==> src/design/smtvm_pkg.sv <==
// ============================================================================
// smtvm_pkg : shared types and constants
// Widths, command codes, sequencer states and datapath control for the
// scaled transposed matrix-vector multiply-accumulate block.
// ============================================================================
package smtvm_pkg;

    // default sizing handed to the top-level parameters
    localparam int MAX_ROWS_DEF = 256;
    localparam int MAX_COLS_DEF = 16;

    // fixed field widths
    localparam int CMD_W  = 2;
    localparam int ROW_W  = 8;
    localparam int COL_W  = 4;
    localparam int DATA_W = 16;
    localparam int NCOL_W = 5;
    localparam int OUT_W  = 32;

    // arithmetic widths: alpha*x is Q16.16, times w gives Q.24 in 48 bits
    localparam int AX_W   = 32;
    localparam int PROD_W = 48;
    localparam int ACC_W  = 56;

    // wide enough for column counts up to the largest MAX_COLS (64)
    localparam int CNT_W  = 7;
    // wide enough for row counts up to the largest MAX_ROWS (4096)
    localparam int RCNT_W = 13;

    // command codes
    localparam logic [CMD_W-1:0] CMD_WEIGHT  = 2'd0;
    localparam logic [CMD_W-1:0] CMD_INIT    = 2'd1;
    localparam logic [CMD_W-1:0] CMD_FEATURE = 2'd2;

    // configuration register indexes
    localparam logic CFG_ALPHA    = 1'b0;
    localparam logic CFG_NUM_COLS = 1'b1;

    localparam logic [DATA_W-1:0] ALPHA_RST    = 16'd256;
    localparam logic [NCOL_W-1:0] NUM_COLS_RST = 5'd16;

    typedef enum logic [2:0] {
        S_IDLE,
        S_AX,
        S_MAC,
        S_DRAIN,
        S_EMIT_RD,
        S_EMIT_LD
    } t_state;

    // control from the sequencer to the shared multiply-accumulate unit
    typedef struct packed {
        logic ld_ax;   // form alpha * x
        logic mul_en;  // form ax * w for the column read last cycle
    } t_mac_ctrl;

endpackage

==> src/design/smtvm_accmem.sv <==
// ============================================================================
// smtvm_accmem : accumulator store
// One write and one registered read port. Per-entry valid bits cleared by
// reset make an unwritten accumulator read as zero.
// ============================================================================
module smtvm_accmem #(
    parameter int MAX_COLS = smtvm_pkg::MAX_COLS_DEF,
    parameter int CB       = (MAX_COLS > 1) ? $clog2(MAX_COLS) : 1
) (
    input  logic                          i_clk,
    input  logic                          i_rst_n,
    input  logic                          i_we,
    input  logic [CB-1:0]                 i_waddr,
    input  logic [smtvm_pkg::ACC_W-1:0]   i_wdata,
    input  logic [CB-1:0]                 i_raddr,
    output logic [smtvm_pkg::ACC_W-1:0]   o_rdata
);

    logic [smtvm_pkg::ACC_W-1:0] r_mem [MAX_COLS];
    logic [MAX_COLS-1:0]         r_vld;
    logic [smtvm_pkg::ACC_W-1:0] r_rdata;
    logic                        r_rd_vld;

    always_ff @(posedge i_clk) begin
        if (i_we) begin
            r_mem[i_waddr] <= i_wdata;
        end
        r_rdata <= r_mem[i_raddr];
    end

    always_ff @(posedge i_clk) begin
        if (!i_rst_n) begin
            r_vld    <= '0;
            r_rd_vld <= 1'b0;
        end else begin
            if (i_we) begin
                r_vld[i_waddr] <= 1'b1;
            end
            r_rd_vld <= r_vld[i_raddr];
        end
    end

    assign o_rdata = r_rd_vld ? r_rdata : '0;

endmodule

==> config.mk <==
export PLATFORM = sky130hd
export DESIGN_NAME = smtvm_accmem
export DESIGN_NICKNAME = d
export VERILOG_FILES = /design/src/design/smtvm_pkg.sv /design/src/design/smtvm_accmem.sv
export SDC_FILE = /design/constraint.sdc
export NUM_CORES = 1
export LEC_CHECK = 0
export BUFFER_PORTS_ARGS = -buffer_cell sky130_fd_sc_hd__buf_2
export CORE_ASPECT_RATIO = 0.5
export CORE_MARGIN = 2
export CORE_UTILIZATION = 45
export CTS_CLUSTER_DIAMETER = 200
export DETAILED_ROUTE_END_ITERATION = 10
export HOLD_SLACK_MARGIN = 0.15
export PLACE_DENSITY_LB_ADDON = 0.1
export SETUP_SLACK_MARGIN = 0.4
export SYNTH_ARGS = -nofsm -noshare
export SYNTH_HDL_FRONTEND = slang
export SYNTH_SLANG_ARGS = --single-unit
==> constraint.sdc <==
create_clock -name i_clk -period 15.15 [get_ports i_clk]
set_input_delay 0 -clock i_clk [delete_from_list [all_inputs] [get_ports i_clk]]
set_output_delay 0 -clock i_clk [all_outputs]
set_load 0.03 [all_outputs]
Word-level counts from Yosys, hierarchy flattened
Memories as Yosys holds them, arrays and structs flattened. A register that Yosys moved wholly into a read port is not among the register bits.
Cells that the tools add are included.
- RAM bits: 896
- register bits after elaboration: 17
- memories kept: 1
- memory list (memory ; depth ; bits a word ; rd ports ; clocked after Yosys merged registers in ; wr ports ; RTL line ; text):
    r_mem ; 16 ; 56 ; 1 ; 1 ; 1 ; smtvm_accmem.sv:19 ; logic [smtvm_pkg::ACC_W-1:0] r_mem [MAX_COLS];
- order comparisons: 3
- mux-type cells: 7
- reduce and logical (&&, ||, !) cells: 1
- bitwise operators: 1
- operator list (kind ; number):
    $mux 56 ; 1
    $or 16x16->16 ; 1
    $lt 4x5->1 const B ; 2
    $bmux 1 s4 ; 1
    $demux 1 s4 ; 1
    $ge 4x1->1 const B ; 1
    $mux 1 ; 4
    $logic_and 1x1->1 ; 1

Longest topological paths before layout
- word-level depth: 5
- mapped depth: 7
- mapped depth without buffers: 4

Worst setup path before layout
Ideal clock, no wire load.
- path type: in2reg
- start point: input port i_waddr[2]
- end point: memory r_mem[0][0] in the netlist's numbering, enable pin
- data required time: 14608 ps
- arrival time: 4303 ps
- buffers on the path: 0
- library setup time: 542 ps
- path slack: 10305 ps
- stages: 2
- cell sequence: or3b_1 > nor3_1
- RTL lines (element ; RTL line ; text):
    from (decl) ; smtvm_accmem.sv:13 ; input logic [CB-1:0] i_waddr,
    to (decl) ; smtvm_accmem.sv:19 ;
No word-level cell before the write port.

Worst setup path after layout
- start point: input port i_raddr[0]
- end point: register r_rd_vld
- longest elaborated chain between the ends: 2
- ends and longest elaborated chain (element ; RTL line ; text):
    from (decl) ; smtvm_accmem.sv:15 ; input logic [CB-1:0] i_raddr,
    $bmux 1 s4 ; smtvm_accmem.sv:39 ; r_rd_vld <= r_vld[i_raddr];
    $mux 1 (not written as such) ; smtvm_accmem.sv:39 ;
    to (signal assigned) ; smtvm_accmem.sv:39 ;
    to (decl) ; smtvm_accmem.sv:22 ; logic r_rd_vld;
No other way between the ends. The select of a mux whose other input is x is not followed.
A chain may end at the register's enable or synchronous reset.

==> flow_summary.json <==
{
  "slew_headroom_pct": 22.1,
  "gp_congestion": 0.715,
  "fin_tns_setup_ps": 0,
  "crit_top_cell": "dlygate4sd3_1",
  "switching_share_pct": 20.5,
  "drive_above_1_share_pct": 28.2,
  "worst_slew_pin_slew_ps": 1170,
  "postCtsSetupBuffers": 0,
  "detailed_place_hpwl_mm": 37.3,
  "period_minus_slack_ps": 3010,
  "grt_max_degree": 127,
  "drc": 0,
  "p_switching_w": 0.00110,
  "rsz0062_at_grt": "false",
  "p_comb_share_pct": 5.1,
  "portBuffers": 122,
  "path_class": "in -> reg",
  "worst_slack_ps": 12140,
  "io-pin-count": 123,
  "min_path_type": "in -> reg",
  "worst_setup_path_start_kind": "input port",
  "cts_made_buffers": 85,
  "cts_tree": "yes",
  "drtIter0Drc": 1575,
  "ys_ff_latch": 969,
  "core-area_um2": 77800,
  "syn_area_um2": 35600,
  "wire_per_inst_um": 27.9,
  "powerDensity_nw_per_um2": 132,
  "drtPass1Iterations": 7,
  "yosysUniqueCellTypes": 22,
  "fmaxAchievable_ghz": 0.333,
  "areaGrowthSynthToFinish_pct": 14.7,
  "cap_violations": 0,
  "grt_pass1_vias": 17600,
  "p_int_w": 0.00428,
  "final.fill_count": 6053,
  "critPathRequiredTime_ps": 15660,
  "rows": 72,
  "critPathTopFamily": "buffers and inverters",
  "syn_nets": 1627,
  "cts_sinks": 969,
  "postRouteAntennaNets": 0,
  "yosys_warnings": 0,
  "hold_viol_final": 0,
  "syn_avg_cell_area_um2": 22.8,
  "crit_arrival_ps": 3510,
  "cts_root_buf": "clkbuf_16",
  "status": "complete, no violations",
  "dieArea_um2": 81600,
  "p_total_w": 0.00539,
  "layout.nets": 1852,
  "min_period_over_period_pct": 19.8,
  "grt_overflow": 0,
  "power_leakage_nw": 13.2,
  "grt_usage_pct": 20.0,
  "start_util_pct": 45.8,
  "vias_per_cell": 5.70,
  "cp.depth": 7,
  "r2r_cells": 4,
  "max-vdd-ir-drop_v": 0.0000773,
  "clock_latency_ps": 640,
  "h-tree-depth": 3,
  "seqPwrFrac_pct": 55.8,
  "holdWs_ps": 248,
  "syn_inst": 1560,
  "setup_viol": 0,
  "num_vias": 16500,
  "cpPeakStageDelay_ps": 960,
  "finalClockSkew_ps": 16.7,
  "crit_fanout": 54,
  "clkSlewWorstSetupHoldPaths_ps": 60,
  "synth_seq_area_share_pct": 79.6,
  "crit_path_end_kind": "flip-flop",
  "wl_mm": 80.7,
  "die_h_um": 203,
  "crit_buf_inv": 4,
  "pre_cts_ws_ps": 11820,
  "critPathSlowestCell": "buf_4",
  "worstHoldPathCells": 4,
  "finalMaxSlewViolations": 0,
  "grt_pass1_wl_mm": 118,
  "power_frac_clock_pct": 39.1,
  "grt_antenna_before_repair": 2,
  "die_x_um": 402,
  "cts.path.max_buffers": 3,
  "crit_path_cell_trace": "dlygate4sd3_1, buf_8, buf_4, mux4_2, o211ai_1, o22ai_1, dlygate4sd3_1"
}
-- area by class of cell --
type | count | area (um^2) | area share (%)
Clock buffer | 122 | 2430 | 5.95
Multi-Input combinational cell | 507 | 6970 | 17.1
Clock inverter | 34 | 256 | 0.628
Tap cell | 1036 | 1300 | 3.17
Antenna cell | 1 | 2.50 | 0.00612
Timing Repair Buffer | 222 | 1540 | 3.78
Sequential cell | 969 | 28400 | 69.4
-- routing by layer --
layer  share of wire, %  vias up  track usage, %
li1                   -     7016               -
met1                 42     8959            27.0
met2                 52      421            34.7
met3                4.9       87            2.99
met4                1.5        2            4.48
met5              0.014        -               0
-- power groups by stage --
stage,Sequential (W),Clock [W],Combinational [W]
6_report,0.00301,0.00211,0.000273
5_1_grt,0.00301,0.00225,0.000296
4_1_cts,0.00301,0.00215,0.000279
3_5_place_dp,0.00306,0,0.000264
3_3_place_gp,0.00306,0,0.000257
2_1_floorplan,0.00306,0,0.000164
-- cell usage in the layout (no fill, tap or decap), types with 3 or more instances in the layout --
cell type	count
buf_2	120
buf_4	35
clkinv_2	16
bufinv_16	4
mux4_2	226
clkbuf_16	89
nor2_4	13
and2_1	56
nand2_1	60
dfxtp_1	72
nand2b_1	3
nor3_2	4
edfxtp_1	896
mux2i_1	4
o21a_1	16
clkbuf_8	8
clkbuf_1	25
nand3_1	3
dlygate4sd3_1	65
a22oi_1	112
clkinv_1	13
-- registers in the layout (all words and copies together) (netlist names) --
name,count
r_rdata,56
r_rd_vld,1
r_vld,16
r_mem,896
-- synth_stat cells --
cell type	number	area [um^2]
nor2b_1	3	18.8
clkbuf_1	32	120
nor2_1	13	48.8
buf_4	1	7.51
edfxtp_1	896	26900
nand2_1	60	225
buf_6	11	124
and2_1	57	357
o21a_1	16	120
buf_1	22	82.6
o22ai_1	1	6.26
nand2b_1	3	18.8
nand3b_1	2	15.0
buf_2	18	90.1
mux4_2	226	5090
a22oi_1	112	841
o211ai_1	2	15.0
nand3_1	3	15.0
or3b_1	1	8.76
dfxtp_1	73	1460
nor3_1	4	20.0
mux2i_1	4	40.0
-- kinds of logic (layout without fill, tap and decap cells) --
family	count (synthesis)	after routing	share of synthesized area (%)
compound gates	131	131	2.76
buf+inv	84	378	1.19
flops	969	969	79.6
mux	230	230	14.4
other cells	0	1	0
simple gates	146	146	2.04
-- metrics by stage --
stage | area (um^2) | utilization, % | instances
3_3_place_gp | 37500 | 48.2 | 2669
2_1_floorplan | 35600 | - | 1560
5_1_grt | 40900 | 52.5 | 2890
4_1_cts | 40900 | 52.5 | 2890
6_report | 40900 | 52.5 | 2891
3_5_place_dp | 37500 | 48.2 | 2669
-- worst min-delay path: cells and delay by family --
kind,cells,cell delay [ps]
multiplexers,1,360
buffers and inverters,1,360
AO/OA/AOI/OAI,1,60
AND/OR/NAND/NOR,1,50
-- worst paths after layout --
kind | slack, ps | to | from
hold reg to reg | 460 | r_vld[12] | r_vld[12]
setup / recovery | 12140 | r_rd_vld | i_raddr[0]
hold / removal | 250 | r_rdata[9] | i_raddr[1]
setup reg to reg | 13380 | r_rd_vld | r_vld[4]
-- what timing repair did --
action                    in CTS  in global routing
hold buffers                  65                  0
hold endpoints to repair    1018                  0
resized for setup              0                  0
Note: power is estimated with default switching activity, not from simulation.
