`config.mk`:
```
export PLATFORM = sky130hd
export DESIGN_NAME = smtvm_mac
export DESIGN_NICKNAME = d
export VERILOG_FILES = /design/src/design/smtvm_pkg.sv /design/src/design/smtvm_mac.sv
export SDC_FILE = /design/constraint.sdc
export NUM_CORES = 2
export LEC_CHECK = 0
export ABC_AREA = 1
export BUFFER_PORTS_ARGS = -buffer_cell sky130_fd_sc_hd__buf_2
export CORE_ASPECT_RATIO = 1.5
export CORE_UTILIZATION = 55
export CTS_CLUSTER_SIZE = 25
export DETAILED_ROUTE_END_ITERATION = 16
export MAX_ROUTING_LAYER = met4
export PLACE_DENSITY = 0.75
export REMOVE_ABC_BUFFERS = 1
export SYNTH_ARGS = -nofsm -noshare
export SYNTH_HDL_FRONTEND = slang
export SYNTH_SLANG_ARGS = --single-unit
```
`constraint.sdc`:
```
create_clock -name i_clk -period 10.85 [get_ports i_clk]
set_input_delay 1.6275 -clock i_clk [delete_from_list [all_inputs] [get_ports i_clk]]
set_output_delay 1.6275 -clock i_clk [all_outputs]
set_load 0.1 [all_outputs]
```
`src/design/smtvm_pkg.sv`:
```
// ============================================================================
// smtvm_pkg : shared types and constants
// Widths, command codes, sequencer states and datapath control for the
// scaled transposed matrix-vector multiply-accumulate block.
// ============================================================================
package smtvm_pkg;

    // default sizing handed to the top-level parameters
    localparam int MAX_ROWS_DEF = 256;
    localparam int MAX_COLS_DEF = 16;

    // fixed field widths
    localparam int CMD_W  = 2;
    localparam int ROW_W  = 8;
    localparam int COL_W  = 4;
    localparam int DATA_W = 16;
    localparam int NCOL_W = 5;
    localparam int OUT_W  = 32;

    // arithmetic widths: alpha*x is Q16.16, times w gives Q.24 in 48 bits
    localparam int AX_W   = 32;
    localparam int PROD_W = 48;
    localparam int ACC_W  = 56;

    // wide enough for column counts up to the largest MAX_COLS (64)
    localparam int CNT_W  = 7;
    // wide enough for row counts up to the largest MAX_ROWS (4096)
    localparam int RCNT_W = 13;

    // command codes
    localparam logic [CMD_W-1:0] CMD_WEIGHT  = 2'd0;
    localparam logic [CMD_W-1:0] CMD_INIT    = 2'd1;
    localparam logic [CMD_W-1:0] CMD_FEATURE = 2'd2;

    // configuration register indexes
    localparam logic CFG_ALPHA    = 1'b0;
    localparam logic CFG_NUM_COLS = 1'b1;

    localparam logic [DATA_W-1:0] ALPHA_RST    = 16'd256;
    localparam logic [NCOL_W-1:0] NUM_COLS_RST = 5'd16;

    typedef enum logic [2:0] {
        S_IDLE,
        S_AX,
        S_MAC,
        S_DRAIN,
        S_EMIT_RD,
        S_EMIT_LD
    } t_state;

    // control from the sequencer to the shared multiply-accumulate unit
    typedef struct packed {
        logic ld_ax;   // form alpha * x
        logic mul_en;  // form ax * w for the column read last cycle
    } t_mac_ctrl;

endpackage

```
`src/design/smtvm_mac.sv`:
```
// ============================================================================
// smtvm_mac : shared multiply-accumulate unit
// One 32x16 signed multiplier, used first for alpha*x and then once per
// column for ax*w, followed by a 56-bit add of the registered product and accumulator.
// ============================================================================
module smtvm_mac (
    input  logic                                 i_clk,
    input  smtvm_pkg::t_mac_ctrl                 i_ctrl,
    input  logic signed [smtvm_pkg::DATA_W-1:0]  i_alpha,
    input  logic signed [smtvm_pkg::DATA_W-1:0]  i_feat,
    input  logic signed [smtvm_pkg::DATA_W-1:0]  i_weight,
    input  logic [smtvm_pkg::ACC_W-1:0]          i_acc,
    output logic [smtvm_pkg::ACC_W-1:0]          o_sum
);

    logic signed [smtvm_pkg::AX_W-1:0]   mul_a;
    logic signed [smtvm_pkg::DATA_W-1:0] mul_b;
    logic signed [smtvm_pkg::PROD_W-1:0] mul_p;

    logic signed [smtvm_pkg::AX_W-1:0]   r_ax;
    logic signed [smtvm_pkg::PROD_W-1:0] r_prod;
    logic [smtvm_pkg::ACC_W-1:0]         r_acc_q;

    always_comb begin
        if (i_ctrl.ld_ax) begin
            mul_a = smtvm_pkg::AX_W'(i_feat);
            mul_b = i_alpha;
        end else begin
            mul_a = r_ax;
            mul_b = i_weight;
        end
    end

    assign mul_p = mul_a * mul_b;

    always_ff @(posedge i_clk) begin
        if (i_ctrl.ld_ax) begin
            // |alpha*x| <= 2^30, so the low 32 bits hold it exactly
            r_ax <= mul_p[smtvm_pkg::AX_W-1:0];
        end
        if (i_ctrl.mul_en) begin
            r_prod  <= mul_p;
            r_acc_q <= i_acc;
        end
    end

    // product sign-extended to accumulator width, wraps modulo 2^56
    assign o_sum = r_acc_q + smtvm_pkg::ACC_W'(r_prod);

endmodule

```
; ---- Word level (Yosys, flattened, before mapping)
; Index checks and enable logic that the tools add are counted.
[word_totals]
in_bits = 107
mem_count = 0
reg_bits = 136
mem_bits_rw = 0
latchBits = 0
word_cells = 7
mem_bits_ro = 0
[classes]
reduce_logical = 0
n_lt_le_gt_ge = 0
n_shift = 0
n_bitwise = 0
multipliers = 1
div_mod_pow = 0
n_mux = 2
addsub = 1
n_eq_ne = 0
[op_table]
columns = op, count
row1 = 56-bit adder, 1
row2 = 32-bit by 16-bit multiplier with 48-bit output, 1
row3 = 32-bit 2-to-1 mux, 1
row4 = 16-bit 2-to-1 mux, 1

; ---- Logic depth before layout (Yosys ltp)
[logic_depth]
word_depth = 2
depth_mapped = 33

; ---- Worst setup path before layout
; OpenSTA, ideal clock, no wires.
[synth_path]
kind = input port to flip-flop
start = input i_ctrl[1] in the netlist's numbering
end = register r_prod[45] in the netlist's numbering (data pin)
t_required_ns = 10.597
t_arrival_ns = 6.929
setup_slack_ns = 3.668
path_stages = 26
setup_ns = 0.253
path_buffers = 3
cell_sequence = inv_2 buf_2 buf_6 nand2_1 nand2_1 buf_2 nand2_1 fa_1 inv_1 fa_1 inv_1 fa_1 fa_1 fa_1 fa_1 inv_1 ha_1 nand2_1 inv_1 nand2_1 nor3_1 nand2_1 nor2_1 nand2_1 nand4_1 nand2_1
[synth_between]
elab_chain_len = 2
word_cells_on_any_way = 3
[synth_rtl]
columns = item, line_no
row1 = "start, declared", smtvm_mac.sv:8  ; input smtvm_pkg::t_mac_ctrl i_ctrl,
row2 = 32-bit 2-to-1 mux / 16-bit 2-to-1 mux (equally long branches), smtvm_mac.sv:25  ; if (i_ctrl.ld_ax) begin
row3 = 32-bit by 16-bit multiplier with 48-bit output (*), smtvm_mac.sv:34  ; assign mul_p = mul_a * mul_b;
row4 = "via mul_p, one bit", smtvm_mac.sv:18  ; logic signed [smtvm_pkg::PROD_W-1:0] mul_p;
row5 = "end signal, assigned", smtvm_mac.sv:42  ; r_prod <= mul_p;
row6 = "end, declared", smtvm_mac.sv:21  ; logic signed [smtvm_pkg::PROD_W-1:0] r_prod;
; Mark *: on every way through the listed nets, which the timed path passes. The rest lies on a longest branch.
; A chain may end at the register's enable or synchronous reset.

; ---- Worst setup path in the final report
[layout_path]
start = input i_ctrl[1] in the netlist's numbering
end = register r_prod[47] in the netlist's numbering (data pin)
; Same word-level chain as after synthesis.

==> run metrics <==
predominant post-synthesis flop cell=edfxtp_1; IO buf count=162; Top Ports=163; worst-skew pair later-pin latency=0.46 ns; largest net degree at the start of global routing=54; GRT overflow=0; Yosys cell types=35; Final Cycle Share=84.12%; CORE AREA=51690 um^2; synthesis-stage register bit count=136; most used cell, CP=fa_1; DRT iter0 DRCs=1699; global placement routability congestion=1.042; WHS Endpoint=r_ax[0]; register area share after synthesis=14.14%; Worst-Margin Slew=1.191 ns; r2r startpoint=r_ax[31]; FF-to-FF setup slack=3.77 ns; DR vias=25020; Total Neg Setup Slack=0 ns; Cell Area, Synth=28890 um^2; global-route wire length before repair=138.2 mm; crit path DAT=9.33 ns; Syn Inst Count=3941; all-layer global routing usage=35.24%; Worst Hold Class=reg -> reg; Residual DRC=0; HP Start=r_ax[0]; buffers and inverters on the worst path=6; clk sink count=136; status=complete, no violations; total CTS buffers=17; r2r endpoint=r_prod[47]; ant diodes=0; crit-path leading delay family=adder cells; register area=4084 um^2; Worst Setup Path Type=in -> reg; startpoint types=input port; fill count=4782; CP Capture Type=register; Post CTS Setup Buffer Count=0; initial core utilization=55.90%; Synth area leader=fa_1; Final Net Count=4824; post-DP HPWL=73.61 mm; maximum clock frequency=109.6 MHz; Die Footprint=53470 um^2; top cell type's share of synthesized area=33.74%; vias per cell=5.267; initial antenna violation count=0; crit path cell chain=buf_4 > buf_4 > o21ai_2 > inv_2 > nand2_1 > fa_1 > inv_1 > fa_1 > inv_1 > fa_1 > fa_1 > fa_1 > fa_1 > inv_1 > ha_1 > nand2_1 > nor3_1 > and3_1 > nand2_1 > nand3_1 > nand2_1; Area Overhead vs Synth=6.851%; layout cells sized above 1=6.603%; TritonCTS clock tree=done; CTS Buffer Depth=2; slowest CP cell=fa_1; Setup Skew=0.01414 ns; DR pass1 iterations=5; slew margin rel.=20.62%; Die X=189.1 um; Worst Reg-to-Reg Cells=19; Slew Limit Fails=0; Synth top cells by count=nand2_1, inv_1, fa_1; Synth area leaders=fa_1, nand2_1, edfxtp_1; Rows=102; max-cap violations=0; drt wl/cell=18.33 um; Reg clk slew, reported paths=0.07 ns; Post-CTS Hold Buffers=0; critical path depth=21; Final setup viols=0; htree depth=4; Post-synth EDFFs=136; Fin. Hold Viols=0; Multi-input gate area=20260 um^2; worst-path fanout max=39; synth warn=0; hold path depth=3; minimum clock period=9.127 ns; RSZ-0062 raised after global routing=no; WP data required=11.06 ns; Post-CTS Resized=0; Synth async-reset ratio=0%; root buf cell=clkbuf_16; vias in the first global route=26860; CP peak stage delay=0.72 ns; Avg Cell Area, Syn=7.331 um^2; drt total wl=87.09 mm; Die Y=282.7 um; Antenna Nets Post-Route=0; cell with the most instances after synthesis=nand2_1
## worst register-to-register path, cell delays in order (launching register included)
cell and delay, ns:
edfxtp_1 0.42, nand2_1 0.09, nand2_1 0.37, nand2_1 0.27, inv_1 0.11, fa_1 0.57, fa_1 0.80, inv_1 0.19
fa_1 0.64, fa_1 0.47, fa_1 0.49, fa_1 0.49, inv_1 0.04, ha_1 0.35, nand2_1 0.14, nor3_1 0.72
and3_1 0.27, nand2_1 0.20, nand3_1 0.16, nand2_1 0.05
## state kept, by name (all words and copies together) (netlist names)
register,flops
r_acc_q,56
r_prod,48
r_ax,32
## cell usage in the layout (no fill, tap or decap)
| master | n |
|---|---|
| nand2_1 | 1236 |
| inv_1 | 1080 |
| fa_1 | 487 |
| nor2_1 | 318 |
| ha_1 | 169 |
| buf_2 | 160 |
| edfxtp_1 | 136 |
| nand3_1 | 103 |
| a21oi_1 | 80 |
| xor2_1 | 47 |
| nand4_1 | 34 |
| inv_2 | 27 |
| o21ai_0 | 26 |
| o21ai_2 | 24 |
| nor3_1 | 17 |
| clkbuf_16 | 17 |
| or2_0 | 16 |
| xnor2_1 | 16 |
| or2_1 | 11 |
| buf_4 | 11 |
| inv_6 | 9 |
| o21bai_1 | 7 |
| nand2_2 | 6 |
| or2_2 | 5 |
| o21ai_1 | 4 |
| and3_1 | 4 |
| and2_1 | 4 |
| nor4_1 | 3 |
| bufinv_16 | 3 |
| o21ai_4 | 2 |
| inv_4 | 2 |
| o21a_1 | 2 |
| and2_0 | 2 |
| a21boi_0 | 2 |
| inv_8 | 2 |
| nand3b_1 | 1 |
| clkinv_4 | 1 |
## per-stage QoR
stage                     instances  area (um^2)  setup WS, ns  utilization, %  hold slack (ns)
after floorplan                3871        28510         3.504               -           0.6946
after CTS                      4750        30870         2.073           59.73           0.8600
final                          4750        30870         1.723           59.73           0.8619
after detailed placement       4718        30250         1.606           58.52           0.8461
after global placement         4718        30250         1.608           58.52           0.8228
after global routing           4750        30870         1.336           59.73           0.9181
## cell type report
cell class,instances,share of cell area (%)
clock buffer,17,1.378
clock inverter,15,0.6485
inverter,1109,13.50
multi-input combinational,2626,65.64
sequential,136,13.23
tap,676,2.740
timing repair buffer,171,2.861
## metal layers
metal	global-route usage [%]	wire, um	vias to the layer above
met5	-	0	-
met4	24.17	6647	0
li1	-	-	11640
met3	3.698	5101	358
met1	36.86	30850	11980
met2	62.47	44490	1047
## worst max path at each step
stage | startpoint | to
after detailed placement | i_ctrl[1] | r_prod[47]
final | i_ctrl[1] | r_prod[47]
after global placement | i_ctrl[1] | r_prod[47]
after global routing | i_ctrl[1] | r_prod[47]
after CTS | i_ctrl[1] | r_prod[47]
after floorplan | i_ctrl[1] | r_prod[45]
## logic make-up (layout without fill, tap and decap cells)
family / Yosys count / in the layout / share of synthesized area [%]
xor+xnor: 63 / 63 / 1.910
flops: 136 / 136 / 14.14
buf+inv: 1179 / 1312 / 15.74
simple gates: 1760 / 1760 / 24.13
fa+ha+maj: 656 / 656 / 41.06
compound gates: 147 / 147 / 3.018
Power is left out: the tool's default activity adds up to more than one toggle a clock period on the data nets, which glitch-free logic cannot reach.
